## src/hdl/dic_pkg.sv

```systemverilog
// ----------------------------------------------------------------------------
// dic_pkg - shared types and constants for the inversion counter
// Field widths of the request and response words, the sequencer states and
// the control word passed to the shared compare unit.
// ----------------------------------------------------------------------------
package dic_pkg;

	localparam int FUNC_W = 1;
	localparam int POS_W  = 10;
	localparam int VAL_W  = 16;
	localparam int INV_W  = 19;

	// operation codes carried in the func field
	localparam logic [FUNC_W-1:0] FUNC_APPEND = 1'b0;
	localparam logic [FUNC_W-1:0] FUNC_UPDATE = 1'b1;

	typedef enum logic [2:0] {
		ST_IDLE,
		ST_FETCH,
		ST_SCAN,
		ST_WRITE,
		ST_RESULT
	} dic_state_t;

	// control for one compare step
	typedef struct packed {
		logic upd;     // update word, not an append
		logic below;   // scanned entry lies below the updated position
		logic after;   // scanned entry lies above the updated position
	} dic_cmp_ctl_t;

endpackage

```

## src/hdl/dic_cmp_unit.sv

```systemverilog
// ----------------------------------------------------------------------------
// dic_cmp_unit - shared compare and count step
// Compares one stored entry against the old and new values and returns the
// corrected inversion count.
// ----------------------------------------------------------------------------
module dic_cmp_unit #(
	parameter int VALUE_BITS = 16,
	parameter int CNT_W      = 20
) (
	input  dic_pkg::dic_cmp_ctl_t  ctl,
	input  logic [VALUE_BITS-1:0]  entry,
	input  logic [VALUE_BITS-1:0]  old_val,
	input  logic [VALUE_BITS-1:0]  new_val,
	input  logic [CNT_W-1:0]       cnt,
	output logic [CNT_W-1:0]       cnt_nxt
);
	import dic_pkg::*;

	logic inc;
	logic dec;

	always_comb begin
		inc = 1'b0;
		dec = 1'b0;
		if (!ctl.upd) begin
			inc = entry > new_val;
		end else if (ctl.below) begin
			dec = entry > old_val;
			inc = entry > new_val;
		end else if (ctl.after) begin
			dec = entry < old_val;
			inc = entry < new_val;
		end
	end

	assign cnt_nxt = cnt + CNT_W'(inc) - CNT_W'(dec);

endmodule

```

## config.mk

```make
export PLATFORM = sky130hd
export DESIGN_NAME = dic_cmp_unit
export DESIGN_NICKNAME = d
export VERILOG_FILES = /design/src/hdl/dic_pkg.sv /design/src/hdl/dic_cmp_unit.sv
export SDC_FILE = /design/constraint.sdc
export NUM_CORES = 1
export LEC_CHECK = 0
export BUFFER_PORTS_ARGS = -buffer_cell sky130_fd_sc_hd__buf_2
export CORE_MARGIN = 2
export CORE_UTILIZATION = 45
export DETAILED_ROUTE_END_ITERATION = 10
export PLACE_DENSITY = 0.86
export SKIP_LAST_GASP = 1
export SLEW_MARGIN = 25
export SYNTH_ARGS = -nofsm -noshare
export SYNTH_HDL_FRONTEND = slang
export SYNTH_SLANG_ARGS = --single-unit
```

## constraint.sdc

```tcl
create_clock -name vclk -period 4.6
set_clock_uncertainty 0.1 [all_clocks]
set_input_delay 0.69 -clock vclk [all_inputs]
set_output_delay 0.69 -clock vclk [all_outputs]
set_load 0.01 [all_outputs]
```

==> metrics.txt <==
status=finished, violations left; failing checks=setup timing; Routed Antenna Nets=0; Die Ht=70.4 um; Syn Nets=393; Clock power frac=0%; Seq cells=0; Starting Density=46.2%; Worst setup SP type=input pin; number of port buffers=91; slew at the pin closest to its max-slew limit=about 0.36 ns; Yosys top cell by area=ha_1; Synth area leaders=ha_1 (33%), inv_1 (10%), a21oi_1 (7.1%); worst path arrival time=4.05 ns; n_diodes=0; post-route cell area=3070 um2; filler instances=315; hold_ws=1.64 ns; area occupied by multi-input gates=2150 um2; die footprint=around 5000 um2; IO Count=91; dpl ws=-0.362 ns; synthesized area=1980 um2; Flop pwr share=0%; detailed-route wire length=6430 um; synthesized instance count=269; Final WS setup=-0.245 ns; Row Count=24; vias in the first global route=between 2,000 and 2,500; Pins Over Slew Limit=0; Int Pwr=0.200 mW; Die Width=around 70 um; crit path max fanout=4; Final Non-Filler Cells=431; vias per std cell=5.58; worst vdd ir=about 0.095 mV; initial antenna violation count=0; Pre-antenna DRT Iters=4; Worst Setup End Kind=primary output; Detailed Place HPWL=4500 um; Overall Power=between 0.4 and 0.5 mW; Area growth, synth to finish=54.9%; Core ar.=around 4300 um2; Initial DRC Count=79; fraction of layout cells with a size suffix above 1=46.2%; Max Cap Violations=0; first-pass GRT wire length=between 9000 and 10,000 um; pwr/cell area=between 100 and 150 nW/um2; Placer Congestion=0.895; Relative slew margins=75.6%; WL/cell=14.9 um; # setup viols final=12; minimum clock period=4.84 ns; f_max=206 MHz; Period Utilization, post-route=105%; Net Sw Power=0.220 mW; via count=2,403; FF/Latch Area=0 um2; final setup TNS=-1.37 ns; Final Hold Vio Count=0; sequential cell area fraction in the yosys report=0%; # nets final=505; placed cell area=2600 um2; Mean Syn Cell Area=around 7.4 um2; Req. time, crit path=3.81 ns; pin count of the biggest net entering global routing=10; switching share of power=52.4%; Yosys warnings=0; Overall Global Routing Usage=22.7%; Remaining DRCs=0; Leak=1.58 nW; gr ovfl total=0; Logic pwr share=between 90% and 100%; HP Class=in -> out; placed insts=423; post-synth top area share=between 30% and 40%; Yosys cell types=45; Crit Path Class=in -> out; post-layout util=71.5%; RSZ-0062 raised after global routing=yes; clock buffers=0
[path summary, 6_finish.rpt]
check | start | to | slack (ns) | cells past startpoint
setup / recovery | new_val[8] | cnt_nxt[18] | -0.24 | 18
hold / removal | cnt[0] | cnt_nxt[0] | 1.64 | 3
[cells in the mapped netlist, drive strengths merged, types with 6 or more instances]
library cell  instances
xor2                  8
o21ai                17
a21oi                29
a21o                  8
nor2                  6
ha                   52
xnor2                11
inv                  54
nand2                18
nand4                11
a211oi                6
nand3                 9
[power groups by stage]
stage | Sequential [mW] | Combinational [mW] | Clock (mW)
2_1_floorplan | 0 | 0.226 | 0
3_3_place_gp | 0 | 0.338 | 0
3_5_place_dp | 0 | 0.348 | 0
4_1_cts | 0 | 0.379 | 0
5_1_grt | 0 | 0.459 | 0
6_report | 0 | 0.421 | 0
[worst max-delay path, cell delays in order]
cell,delay (ns)
buf_2,0.10
inv_1,0.12
ha_4,0.22
nand4_1,0.13
nor3_2,0.08
a21boi_2,0.16
nor4b_2,0.28
mux2_4,0.35
ha_4,0.26
inv_2,0.04
ha_4,0.15
fa_2,0.37
a211oi_4,0.29
o21ai_2,0.12
a41oi_2,0.26
o31ai_2,0.12
xor2_1,0.18
buf_2,0.15
[logic make-up (layout without fill, tap and decap cells)]
group,after synthesis,count (layout),synth area share (%)
simple gates,57,57,15.6
mux,2,2,1.07
xor+xnor,19,19,8.40
buf+inv,57,167,11.0
fa+ha+maj,53,53,33.8
compound gates,81,81,30.1
[what timing repair did]
action                     in CTS  in global routing
pin swaps                      26                 28
hold buffers                    0                  0
setup endpoints to repair      12                 15
resized for setup              30                 35
setup buffers                   6                  2
[layout make-up]
| type | instances | share of cell area [%] |
|---|---|---|
| multi-input cells | 212 | 69.9 |
| well taps | 52 | 2.12 |
| repair buffers | 113 | 21.3 |
| inverters | 54 | 6.69 |
[routing by layer]
layer  share of wire, %  wire (um)  track usage (%)  up-vias
li1                   -          -                -     1187
met1                 36       2310             23.9     1097
met2                 55       3520             48.7       94
met3                5.3        340            0.866       25
met4                4.0        256             3.42        0
met5                  0          0                0        -
[cells in the final DEF, fill, tap and decap left out, drive strengths merged, types with 6 or more instances in the layout]
cell and count:
a211oi 6, a21o 8, a21oi 29, buf 113, ha 52, inv 54
nand2 18, nand3 9, nand4 11, nor2 6, o21ai 17, xnor2 11
xor2 8
No activity file was read; power rests on OpenSTA's default activity.
